$ cat config.mk
export PLATFORM = sky130hd
export DESIGN_NAME = efc_cfg
export DESIGN_NICKNAME = d
export VERILOG_FILES = /design/src/rtl/efc_pkg.sv /design/src/rtl/efc_cfg.sv
export SDC_FILE = /design/constraint.sdc
export NUM_CORES = 1
export LEC_CHECK = 0
export ABC_AREA = 1
export CELL_PAD_IN_SITES_DETAIL_PLACEMENT = 2
export CELL_PAD_IN_SITES_GLOBAL_PLACEMENT = 2
export CORE_MARGIN = 2
export CORE_UTILIZATION = 35
export DETAILED_ROUTE_END_ITERATION = 12
export DONT_BUFFER_PORTS = 1
export PLACE_DENSITY_LB_ADDON = 0.1
export SYNTH_ARGS = -nofsm -noshare
export SYNTH_HDL_FRONTEND = slang
export SYNTH_SLANG_ARGS = --single-unit
$ cat constraint.sdc
create_clock -name i_clk -period 3.1 [get_ports i_clk]
set_clock_uncertainty 0.15 [all_clocks]
set_input_delay 0.31 -clock i_clk [delete_from_list [all_inputs] [get_ports i_clk]]
set_output_delay 0.31 -clock i_clk [all_outputs]
set_load 0.005 [all_outputs]
$ cat src/rtl/efc_pkg.sv
// Shared types, codes and defaults for the escape-time fractal counter.
`timescale 1ns / 1ps

package efc_pkg;

    localparam int COORD_WIDTH_DEF   = 32;
    localparam int FRACTION_BITS_DEF = 28;
    localparam int COUNT_WIDTH_DEF   = 16;

    localparam int          CFG_INDEX_WIDTH = 8;
    localparam logic [31:0] LIMIT_RESET     = 32'd256;

    localparam logic [CFG_INDEX_WIDTH-1:0] REG_MODE   = CFG_INDEX_WIDTH'(0);
    localparam logic [CFG_INDEX_WIDTH-1:0] REG_LIMIT  = CFG_INDEX_WIDTH'(1);
    localparam logic [CFG_INDEX_WIDTH-1:0] REG_JULIA_RE = CFG_INDEX_WIDTH'(2);
    localparam logic [CFG_INDEX_WIDTH-1:0] REG_JULIA_IM = CFG_INDEX_WIDTH'(3);

    localparam logic [1:0] MODE_MANDELBROT = 2'd0;
    localparam logic [1:0] MODE_JULIA      = 2'd1;
    localparam logic [1:0] MODE_SHIP       = 2'd2;

    typedef enum logic [1:0] {
        S_IDLE,
        S_MUL,
        S_UPD,
        S_FIN
    } t_state;

    typedef struct packed {
        logic load;
        logic mul;
        logic upd;
        logic emit;
    } t_dp_cmd;

    typedef struct packed {
        logic at_limit;
        logic escaped;
        logic out_free;
    } t_dp_status;

endpackage

$ cat src/rtl/efc_cfg.sv
// Configuration register file: mode, iteration limit and Julia constant.
`timescale 1ns / 1ps

module efc_cfg #(
    parameter int COORD_WIDTH = efc_pkg::COORD_WIDTH_DEF,
    parameter int COUNT_WIDTH = efc_pkg::COUNT_WIDTH_DEF,
    parameter int DATA_WIDTH  = efc_pkg::COORD_WIDTH_DEF
) (
    input  logic                                 i_clk,
    input  logic                                 i_rst_n,
    input  logic                                 i_valid,
    input  logic [efc_pkg::CFG_INDEX_WIDTH-1:0]  i_index,
    input  logic [DATA_WIDTH-1:0]                i_data,
    output logic [1:0]                           o_mode,
    output logic [COUNT_WIDTH-1:0]               o_limit,
    output logic signed [COORD_WIDTH-1:0]        o_julia_re,
    output logic signed [COORD_WIDTH-1:0]        o_julia_im
);
    import efc_pkg::*;

    logic [1:0]                    r_mode;
    logic [COUNT_WIDTH-1:0]        r_limit;
    logic signed [COORD_WIDTH-1:0] r_julia_re;
    logic signed [COORD_WIDTH-1:0] r_julia_im;

    always_ff @(posedge i_clk) begin
        if (!i_rst_n) begin
            r_mode     <= MODE_MANDELBROT;
            r_limit    <= LIMIT_RESET[COUNT_WIDTH-1:0];
            r_julia_re <= '0;
            r_julia_im <= '0;
        end else if (i_valid) begin
            case (i_index)
                REG_MODE:     r_mode     <= i_data[1:0];
                REG_LIMIT:    r_limit    <= i_data[COUNT_WIDTH-1:0];
                REG_JULIA_RE: r_julia_re <= $signed(i_data[COORD_WIDTH-1:0]);
                REG_JULIA_IM: r_julia_im <= $signed(i_data[COORD_WIDTH-1:0]);
                default: ;
            endcase
        end
    end

    assign o_mode     = r_mode;
    assign o_limit    = r_limit;
    assign o_julia_re = r_julia_re;
    assign o_julia_im = r_julia_im;

endmodule

==> results_dict.tcl <==
set metrics [dict create \
    fin_crit_ps 2010 \
    coreArea_mm2 0.00977 \
    clk_pin_slew_ps 80 \
    finalNonFillerCells 619 \
    hold_violations 0 \
    outcome "completed" \
    seq_area_frac_synth 0.467 \
    min_period_over_period 0.648 \
    cts_setup_buffers 0 \
    dpl.cell_count 604 \
    setup_tns_ps 0 \
    grt_pass1_vias 3362 \
    nNetsFinal 527 \
    seq_area_mm2 0.00164 \
    clock_path_buffers 2 \
    ys_warn_count 0 \
    cts_tree "yes" \
    cts-root-buf "clkbuf_8" \
    wl_met3_um 838 \
    area_growth_pct 6.54 \
    antenna_found_initial 0 \
    min_to "o_julia_re[20]$_SDFFE_PN0P_" \
    firstDrtPassIters 4 \
    finalPower_uw 1830 \
    grt_pass1_wl_mm 17.9 \
    rows 36 \
    layout_commonest_cell "nand2_1" \
    overflow 0 \
    wl_met2_mm 5.44 \
    cp.arrival_ps 2100 \
    fillCellCount 1192 \
    dp_hpwl_mm 7.41 \
    setup_viol_count_final 0 \
    port_buffers 0 \
    multi_input_area_mm2 0.00153 \
    die_w_um 104 \
    p_leak_uw 0.00153 \
    routedWlPerCell_um 17.5 \
    slew_viol_final 0 \
    insertion_delay_ps 340 \
    syn-cell-area_mm2 0.00352 \
    worstHoldStart "i_data[20]" \
    grt_max_degree 83 \
    grt_usage 0.203 \
    synth_cell_types 15 \
    syn-mean-instance-area_um2 6.98 \
    crit_type "in2reg" \
    vias 3201 \
    layout_common_cells "88 x nand2_1, 84 x nor2_1, 83 x nand3_1" \
    wl_met1_mm 4.37 \
    antenna_left 0 \
    hold_class "in2reg" \
    min_path_cells 4 \
    drtIter0Drc 118 \
    power_density_mw_per_mm2 489 \
    peakVddDrop_mv 0.203 \
    place_congestion 0.736 \
    worst_pin_slew_ps 677 \
    crit_required_ps 3190 \
    numCtsBuffers 9 \
    drive_gt1_frac 0.0638 \
    finalHoldWorstSlack_ps 60.0 \
    via_per_inst 5.17 \
    slew_headroom 0.548 \
    max_cap_viol_count 0 \
    die_area_mm2 0.0109 \
    critPathLaunchType "primary input" \
    synth-seq-cells 82 \
    cts-htree-levels 3 \
    initial_core_util 0.360 \
    r2r-end "o_limit[8]$_SDFFE_PN1P_" \
    rsz0062_at_grt "false" \
    utilization 0.384 \
    r2r_start "o_limit[8]$_SDFFE_PN1P_" \
    wirelength_mm 10.8 \
    r2r_slack_ps 1810 \
    diodes 0 \
    cts_sinks 82 \
    syn_inst 504 \
    crit_path_end_kind "flop" \
    rr_worst_depth 3 \
    topRoutingLayerUsed "met4" \
    path_max_fanout 22 \
    ioPinCount 125 \
    die_y_um 104 \
    fmax_ghz 0.498 \
    drc_errors 0 \
    synthesis.nets 547 \
]
-- critical path, cell delays in order --
cell and delay [ps]:
nor2_4 140, nand2_1 110, nor2_4 470, buf_4 310
nand2_1 70, nand2_1 60, nand3_1 50, dlygate4sd3_1 570
-- flip-flops by register name (all words and copies together), names as in the netlist --
signal      cells
o_mode          2
o_julia_im     32
o_limit        16
o_julia_re     32
-- Yosys cell counts --
cell type / count / area share
nor2_4: 2 / 0.0064
nor2_1: 84 / 0.090
clkbuf_1: 9 / 0.0096
nand2_2: 2 / 0.0036
clkinv_1: 1 / 0.0011
buf_4: 1 / 0.0021
buf_2: 21 / 0.030
inv_1: 36 / 0.038
nand3_1: 83 / 0.12
nand2_1: 88 / 0.094
a21oi_1: 81 / 0.12
nor2_2: 3 / 0.0053
buf_1: 7 / 0.0075
buf_6: 4 / 0.013
dfxtp_1: 82 / 0.47
-- power breakdown --
part	internal, µW	switching, µW
clock network	274	378
logic	31.0	94.5
registers	1050	2.05
total	1360	474
-- routing by layer --
| layer | GRT usage | vias up |
|---|---|---|
| li1 | - | 1568 |
| met1 | 0.228 | 1537 |
| met2 | 0.357 | 83 |
| met3 | 0.0714 | 13 |
| met4 | 0.0666 | 0 |
| met5 | 0 | - |
-- cell type report --
| cell class | count | share of cell area |
|---|---|---|
| flip-flops and latches | 82 | 0.438 |
| multi-input cells | 343 | 0.407 |
| well taps | 133 | 0.0444 |
| inverters | 37 | 0.0370 |
| repair buffers | 11 | 0.0347 |
| clock buffers | 9 | 0.0330 |
| clock inverters | 4 | 0.00601 |
-- repair_timing --
item | in CTS | in global routing
endpoints found under the setup margin | 0 | 0
hold buffers | 2 | 0
hold endpoints to repair | 82 | 0
gates resized for setup | 0 | 0
-- per-stage QoR --
stage | setup WS [ps] | area [µm²]
after global placement | 1330 | 3560
after global routing | 961 | 3750
after detailed placement | 1280 | 3560
after CTS | 1100 | 3750
final | 1090 | 3750
after floorplan | 1760 | 3520
-- cell families (layout without fill, tap and decap cells) --
kind of cell | count (synthesis) | in the layout | synth area share
flops | 82 | 82 | 0.467
buf+inv | 79 | 61 | 0.101
compound gates | 81 | 81 | 0.115
simple gates | 262 | 262 | 0.317
-- worst max-delay path by stage --
stage               start                        to  slack (ps)  cells past startpoint
5_1_grt        i_index[5]   o_limit[8]$_SDFFE_PN1P_         960                      8
3_3_place_gp   i_index[7]   o_limit[8]$_SDFFE_PN1P_        1330                      7
4_1_cts        i_index[3]   o_limit[8]$_SDFFE_PN1P_        1100                      8
3_5_place_dp   i_index[3]   o_limit[8]$_SDFFE_PN1P_        1280                      7
6_report       i_index[3]   o_limit[8]$_SDFFE_PN1P_        1090                      8
2_1_floorplan  i_index[7]  o_limit[15]$_SDFFE_PN0P_        1760                      7
No activity file was read; power rests on OpenSTA's default activity.
