File: src/rtl/efc_pkg.sv
// Shared types, codes and defaults for the escape-time fractal counter.
`timescale 1ns / 1ps

package efc_pkg;

    localparam int COORD_WIDTH_DEF   = 32;
    localparam int FRACTION_BITS_DEF = 28;
    localparam int COUNT_WIDTH_DEF   = 16;

    localparam int          CFG_INDEX_WIDTH = 8;
    localparam logic [31:0] LIMIT_RESET     = 32'd256;

    localparam logic [CFG_INDEX_WIDTH-1:0] REG_MODE   = CFG_INDEX_WIDTH'(0);
    localparam logic [CFG_INDEX_WIDTH-1:0] REG_LIMIT  = CFG_INDEX_WIDTH'(1);
    localparam logic [CFG_INDEX_WIDTH-1:0] REG_JULIA_RE = CFG_INDEX_WIDTH'(2);
    localparam logic [CFG_INDEX_WIDTH-1:0] REG_JULIA_IM = CFG_INDEX_WIDTH'(3);

    localparam logic [1:0] MODE_MANDELBROT = 2'd0;
    localparam logic [1:0] MODE_JULIA      = 2'd1;
    localparam logic [1:0] MODE_SHIP       = 2'd2;

    typedef enum logic [1:0] {
        S_IDLE,
        S_MUL,
        S_UPD,
        S_FIN
    } t_state;

    typedef struct packed {
        logic load;
        logic mul;
        logic upd;
        logic emit;
    } t_dp_cmd;

    typedef struct packed {
        logic at_limit;
        logic escaped;
        logic out_free;
    } t_dp_status;

endpackage

File: src/rtl/efc_ctrl.sv
// Controller state machine sequencing load, multiply, update and result hand-off.
`timescale 1ns / 1ps

module efc_ctrl (
    input  logic                i_clk,
    input  logic                i_rst_n,
    input  logic                i_in_valid,
    output logic                o_in_ready,
    input  efc_pkg::t_dp_status i_status,
    output efc_pkg::t_dp_cmd    o_cmd
);
    import efc_pkg::*;

    t_state r_state;
    t_state n_state;

    always_ff @(posedge i_clk) begin
        if (!i_rst_n) begin
            r_state <= S_IDLE;
        end else begin
            r_state <= n_state;
        end
    end

    always_comb begin
        n_state    = r_state;
        o_cmd      = '0;
        o_in_ready = 1'b0;
        case (r_state)
            S_IDLE: begin
                o_in_ready = i_rst_n;
                if (i_rst_n && i_in_valid) begin
                    o_cmd.load = 1'b1;
                    n_state    = S_MUL;
                end
            end
            S_MUL: begin
                if (i_status.at_limit) begin
                    n_state = S_FIN;
                end else begin
                    o_cmd.mul = 1'b1;
                    n_state   = S_UPD;
                end
            end
            S_UPD: begin
                if (i_status.escaped) begin
                    n_state = S_FIN;
                end else begin
                    o_cmd.upd = 1'b1;
                    n_state   = S_MUL;
                end
            end
            S_FIN: begin
                if (i_status.out_free) begin
                    o_cmd.emit = 1'b1;
                    n_state    = S_IDLE;
                end
            end
            default: n_state = S_IDLE;
        endcase
    end

endmodule

File: config.mk
export PLATFORM = sky130hd
export DESIGN_NAME = efc_ctrl
export DESIGN_NICKNAME = d
export VERILOG_FILES = /design/src/rtl/efc_pkg.sv /design/src/rtl/efc_ctrl.sv
export SDC_FILE = /design/constraint.sdc
export NUM_CORES = 1
export LEC_CHECK = 0
export BUFFER_PORTS_ARGS = -buffer_cell sky130_fd_sc_hd__buf_2
export CAP_MARGIN = 20
export CORE_AREA = 2 2 39 41
export CTS_CLUSTER_SIZE = 20
export DETAILED_ROUTE_END_ITERATION = 8
export DIE_AREA = 0 0 41 43
export SLEW_MARGIN = 20
export SYNTH_ARGS = -nofsm -noshare
export SYNTH_HDL_FRONTEND = slang
export SYNTH_SLANG_ARGS = --single-unit
File: constraint.sdc
create_clock -name i_clk -period 1.33 [get_ports i_clk]
set_clock_uncertainty 0.1 [all_clocks]
set_input_delay 0.266 -clock i_clk [delete_from_list [all_inputs] [get_ports i_clk]]
set_output_delay 0.266 -clock i_clk [all_outputs]
set_load 0.01 [all_outputs]
==> impl_metrics.env, run 1 <==
export IMPL_io_buffers=10
export IMPL_sw_frac_of_total=0.2376
export IMPL_synth_nets=20
export IMPL_end_kind="output pin"
export IMPL_ctsRootBufferMaster="clkbuf_4"
export IMPL_top_regs="r_state: 2 flops"
export IMPL_mostFrequentLayoutCells="10 x buf_2, 3 x clkbuf_4, 2 x inv_1, 2 x dfxtp_2"
export IMPL_syn_area_um2=128.9
export IMPL_startpoint_type="flip-flop"
export IMPL_cp_num_buf_inv=1
export IMPL_relSlewSlack=0.8955
export IMPL_wl_um=324
export IMPL_synth_compound_area_share=0.2136
export IMPL_setup_viol=2
export IMPL_synth_seq_area_share=0.3107
export IMPL_cts_tree="yes"
export IMPL_overflow=0
export IMPL_fin_setup_tns_ns=-0.01934
export IMPL_rows=14
export IMPL_grt_pass1_vias=134
export IMPL_synthMuxAreaShare=0.07767
export IMPL_synth_top_family_by_area="simple AND/OR/NAND/NOR gates"
export IMPL_largest_reg_flops=2
export IMPL_outcome="complete, but fails checks"
export IMPL_cts_clk_slew_worst_paths_ns=0.03
export IMPL_start_util=0.09313
export IMPL_fmax_mhz=743.0
export IMPL_p_sw_mw=0.05985
export IMPL_post_cts_buffers=0
export IMPL_violations="negative setup slack"
export IMPL_r2r_end="r_state[1]"
export IMPL_layout_commonest_cell="buf_2"
export IMPL_hold_viol_final=0
export IMPL_utilization=0.1655
export IMPL_path_class="flip-flop to output pin"
export IMPL_drtAntennaViolNets=0
export IMPL_cp_startpoint="r_state[1]"
export IMPL_n_antenna_cell=0
export IMPL_cts_path_max_buffers=2
export IMPL_p_seq_frac=0.300
export IMPL_reg2reg_slack_ns=0.35
export IMPL_grt_util_all_layers=0.04605
export IMPL_slew_violations=0
export IMPL_fin_crit_sh=1.012
export IMPL_drc=0
export IMPL_boundaryPins=11
export IMPL_syn_area_per_cell_um2=9.205
export IMPL_holdPathStages=2
export IMPL_yosys_area_share_xor_xnor=0
export IMPL_worstMarginPinSlew_ns=0.1523
export IMPL_yosys_warnings=0
export IMPL_multiInputGateArea_um2=86.33
export IMPL_critPathSlowestCell="dfxtp_2"
export IMPL_power_density_nw_per_um2=1100
export IMPL_arrival_ns=0.98
export IMPL_vdd_drop_max_v=0.0001824
export IMPL_num_vias=145
export IMPL_dieArea_um2=1763
export IMPL_area_growth_pct=77.67
export IMPL_netlist_instances=14
export IMPL_routabilityCongestion=0.5804
export IMPL_antenna_found_initial=0
export IMPL_worst_ep_required_time_ns=0.96
export IMPL_grt_pass1_wl_um=448
export IMPL_critical_path_top_delay_family="flip-flops"
export IMPL_final_net_count=35
export IMPL_clk_latency_ns=0.22
export IMPL_n_fill_cell=158
export IMPL_holdBufCountCts=0
export IMPL_hp_class="input pin to flip-flop"
export IMPL_post_route_min_period_ns=1.346
export IMPL_path_cells="nor3b_2 -> and2_1 -> buf_2"
export IMPL_grt_max_degree=8
export IMPL_min_from="i_rst_n"
export IMPL_register_area_um2=42.54
export IMPL_synth_fa_ha_area_frac=0
export IMPL_total_leakage_power_nw=0.1162
export IMPL_cts_htree_levels=1
export IMPL_clockPowerShare=0.525
export IMPL_r2r_start="r_state[0]"
export IMPL_final_setup_worst_slack_ns=-0.01589
export IMPL_numCtsBuffers=3
export IMPL_yosys_register_bits=2
export IMPL_core_area_um2=1384
export IMPL_rsz0062_at_grt="true"
export IMPL_dr_pass1_iters=2
export IMPL_intPower_mw=0.1920
export IMPL_dr_first_iter_drc_count=1
export IMPL_top_register="r_state"
export IMPL_pwr_share_comb=0.175
export IMPL_die_y_um=43
export IMPL_hold_end="r_state[1]"
export IMPL_ys_types=11
export IMPL_max_stage_delay_ns=0.33
export IMPL_path_max_fanout=6
export IMPL_drv_cap=0
export IMPL_synthSimpleGateAreaFrac=0.3398
export IMPL_worst_r2r_path_depth=2
export IMPL_cts_sinks=2
export IMPL_viasPerCell=3.372
export IMPL_chipWidth_um=41
export IMPL_routedWlPerCell_um=7.535
export IMPL_drive_gt1_frac=0.7037
[area by class of cell]
| type | instances | share of cell area |
|---|---|---|
| sequential | 2 | 0.1858 |
| timing repair buffer | 10 | 0.2186 |
| tap | 16 | 0.08743 |
| multi-input combinational | 10 | 0.3770 |
| clock buffer | 3 | 0.09836 |
| inverter | 2 | 0.03279 |
[synthesized netlist by cell type, drive strengths merged]
| master | n | share of area |
|---|---|---|
| mux2i | 1 | 0.078 |
| nor3 | 1 | 0.039 |
| o21a | 1 | 0.058 |
| nor3b | 2 | 0.12 |
| and3 | 1 | 0.058 |
| dfxtp | 2 | 0.31 |
| a21boi | 1 | 0.058 |
| a211oi | 1 | 0.097 |
| and3b | 1 | 0.078 |
| inv | 2 | 0.058 |
| and2 | 1 | 0.049 |
[kinds of logic after synthesis]
| kind of cell | after synthesis |
|---|---|
| simple gates | 6 |
| mux | 1 |
| buf+inv | 2 |
| compound gates | 3 |
| flops | 2 |
[worst max path at each step]
stage / end / cells after the start
after floorplan: o_cmd[3] / 2
after global placement: o_cmd[3] / 4
after detailed placement: o_cmd[3] / 4
after CTS: o_cmd[1] / 3
after global routing: o_cmd[3] / 3
final: o_cmd[3] / 3
[power by group through the flow]
stage          Clock, mW  Combinational [mW]  Sequential (mW)
4_1_cts            0.142              0.0448           0.0759
5_1_grt            0.148              0.0494           0.0777
3_3_place_gp           0              0.0434           0.0744
2_1_floorplan          0              0.0256           0.0726
6_report           0.132              0.0440           0.0755
3_5_place_dp           0              0.0436           0.0745
[per-stage QoR]
step	setup slack, ns	area (µm²)	power (mW)	hold WS (ns)	cells
CTS	-0.04034	229.0	0.2622	0.1770	43
floorplan	0.03687	128.9	0.09814	0.2836	14
finish	-0.01589	229.0	0.2519	0.1851	43
detailed placement	0.1305	198.9	0.1182	0.4105	40
global placement	0.1374	198.9	0.1179	0.4097	40
global route	-0.1178	229.0	0.2750	0.1795	43
[what timing repair did]
action / 4_1_cts / 5_1_grt
setup endpoints to repair: 5 / 4
pin swaps: 0 / 0
resized for setup: 3 / 0
[metal layers]
metal  vias to the layer above  GRT usage  routed length [µm]
met5                         -          0                   0
met4                         0    0.06000                   0
met3                         0    0.04712                  48
met2                         8    0.05313                 156
met1                        59    0.03503                 119
li1                         78          -                   -
(Power assumes the default switching activity.)
==> run 2, diff against run 1 <==
--- a/config.mk
+++ b/config.mk
@@ -11,7 +11,7 @@
 export CTS_CLUSTER_SIZE = 20
 export DETAILED_ROUTE_END_ITERATION = 8
 export DIE_AREA = 0 0 41 43
-export SLEW_MARGIN = 20
+export SLEW_MARGIN = 0
 export SYNTH_ARGS = -nofsm -noshare
 export SYNTH_HDL_FRONTEND = slang
 export SYNTH_SLANG_ARGS = --single-unit
==> constraint.sdc (replaced) <==
create_clock -name i_clk -period 1.4 [get_ports i_clk]
set_clock_uncertainty 0.1 [all_clocks]
set_input_delay 0.28 -clock i_clk [delete_from_list [all_inputs] [get_ports i_clk]]
set_output_delay 0.28 -clock i_clk [all_outputs]
set_load 0.01 [all_outputs]
==> run 2 against run 1 <==
The flow now finishes without violations. First-iteration DRC count shrank 100%. Clock-buffer cell count unchanged. Combinational power decreased by 3%. Clock power is 5% lower. Sequential share of layout area fell by 0.40 points. Setup slack improved by 0.049 ns. Die area unchanged. Critical endpoint unchanged. Largest power group unchanged.
==> impl_metrics.env, run 2 (synthesis gave the netlist of run 1 again) <==
export IMPL_intPower_mw=0.1828
export IMPL_clockPowerShare=0.520
export IMPL_min_from="i_rst_n"
export IMPL_end_kind="output pin"
export IMPL_io_buffers=10
export IMPL_layout_commonest_cell="buf_2"
export IMPL_cp_num_buf_inv=1
export IMPL_n_antenna_cell=0
export IMPL_max_stage_delay_ns=0.33
export IMPL_viasPerCell=3.535
export IMPL_drtAntennaViolNets=0
export IMPL_vdd_drop_max_v=0.0001595
export IMPL_pwr_share_comb=0.178
export IMPL_ctsRootBufferMaster="clkbuf_4"
export IMPL_worst_path_stages=3
export IMPL_path_max_fanout=6
export IMPL_worst_r2r_path_depth=2
export IMPL_register_area_um2=42.54
export IMPL_area_growth_pct=81.55
export IMPL_total_leakage_power_nw=0.1167
export IMPL_dr_first_iter_drc_count=0
export IMPL_grt_pass1_vias=132
export IMPL_p_seq_frac=0.302
export IMPL_startpoint_type="flip-flop"
export IMPL_drv_cap=0
export IMPL_final_area_um2=234.0
export IMPL_drive_gt1_frac=0.7407
export IMPL_holdBufCountCts=0
export IMPL_dp_hpwl_um=259.9
export IMPL_mostFrequentLayoutCells="10 x buf_2, 3 x clkbuf_4, 2 x inv_1, 2 x dfxtp_2"
export IMPL_r2r_end="r_state[1]"
export IMPL_die_y_um=43
export IMPL_r2r_start="r_state[0]"
export IMPL_top_register="r_state"
export IMPL_hp_class="input pin to flip-flop"
export IMPL_whs_ns=0.1920
export IMPL_hold_viol_final=0
export IMPL_post_route_min_period_ns=1.367
export IMPL_num_vias=152
export IMPL_cts_path_max_buffers=2
export IMPL_boundaryPins=11
export IMPL_antenna_found_initial=0
export IMPL_final_net_count=35
export IMPL_critPathSlowestCell="dfxtp_2"
export IMPL_rsz0062_at_grt="true"
export IMPL_placed_cell_area_um2=198.9
export IMPL_grt_pass1_wl_um=462
export IMPL_power_density_nw_per_um2=1029
export IMPL_sw_frac_of_total=0.2408
export IMPL_dieArea_um2=1763
export IMPL_numCtsBuffers=3
export IMPL_dr_pass1_iters=1
export IMPL_arrival_ns=0.99
export IMPL_overflow=0
export IMPL_cts_clk_slew_worst_paths_ns=0.03
export IMPL_p_sw_mw=0.05798
export IMPL_slew_violations=0
export IMPL_path_class="flip-flop to output pin"
export IMPL_routedWlPerCell_um=7.767
export IMPL_core_area_um2=1384
export IMPL_fmax_mhz=731.7
export IMPL_worst_ep_required_time_ns=1.02
export IMPL_grt_max_degree=8
export IMPL_fin_crit_sh=0.9762
export IMPL_multiInputGateArea_um2=91.34
export IMPL_critical_path_top_delay_family="flip-flops"
export IMPL_clk_latency_ns=0.22
export IMPL_chipWidth_um=41
export IMPL_wl_um=334
export IMPL_place_inst=40
export IMPL_worstMarginPinSlew_ns=0.1533
export IMPL_outcome="finished clean"
export IMPL_top_regs="r_state: 2 flops"
export IMPL_grt_util_all_layers=0.04705
export IMPL_cts_sinks=2
export IMPL_hold_end="r_state[1]"
export IMPL_rows=14
export IMPL_cts_htree_levels=1
export IMPL_largest_reg_flops=2
export IMPL_path_cells="nor3b_2 -> and2_1 -> buf_2"
export IMPL_cts_tree="yes"
export IMPL_start_util=0.09313
export IMPL_relSlewSlack=0.8949
export IMPL_drc=0
export IMPL_setup_viol=0
export IMPL_reg2reg_slack_ns=0.41
export IMPL_fin_cells=43
export IMPL_holdPathStages=2
export IMPL_n_fill_cell=157
export IMPL_routabilityCongestion=0.5426
[run 2: worst max-delay path by stage]
stage | slack, ns | end | startpoint
floorplan | 0.09 | o_cmd[3] | r_state[0]
global placement | 0.18 | o_cmd[3] | i_rst_n
detailed placement | 0.17 | o_cmd[3] | i_rst_n
CTS | 0.01 | o_cmd[3] | r_state[1]
global route | -0.07 | o_cmd[3] | r_state[0]
finish | 0.03 | o_cmd[3] | r_state[1]
[run 2: stage by stage]
step                        util  TNS [ns]  setup WS, ns  total power [mW]
after floorplan                -         0       0.09287           0.09324
after global placement    0.1438         0        0.1771            0.1121
after detailed placement  0.1438         0        0.1693            0.1127
after CTS                 0.1691         0       0.01131            0.2512
after global routing      0.1691  -0.09561      -0.06765            0.2622
final                     0.1691         0       0.03335            0.2408
[run 2: final cells by class]
type | count | share of cell area
multi-input cells | 10 | 0.3904
repair buffers | 10 | 0.2139
flip-flops and latches | 2 | 0.1818
clock buffers | 3 | 0.09626
well taps | 16 | 0.08556
inverters | 2 | 0.03209
[run 2: timing repair]
action | in CTS | in global routing
gates resized for setup | 4 | 0
setup buffers | 0 | 0
pin swaps | 0 | 0
setup endpoints to repair | 2 | 2
[run 2: worst reg2reg max path, cell delays in order, from the launching register on]
cell and delay (ns):
dfxtp_2 0.38, and3b_2 0.22, o21a_1 0.17
[run 2: power groups by stage]
stage	sequential (mW)	clock [mW]	combinational (mW)
after floorplan	0.0690	0	0.0243
final	0.0727	0.125	0.0428
after CTS	0.0729	0.134	0.0438
after detailed placement	0.0711	0	0.0417
after global routing	0.0739	0.140	0.0482
after global placement	0.0707	0	0.0413
[run 2: per-layer routing]
metal	wire length, µm	part of all wire	GRT usage
met2	155	0.46	0.05313
met3	50	0.15	0.04712
met5	0	0	0
met4	0	0	0.06000
met1	127	0.38	0.03822
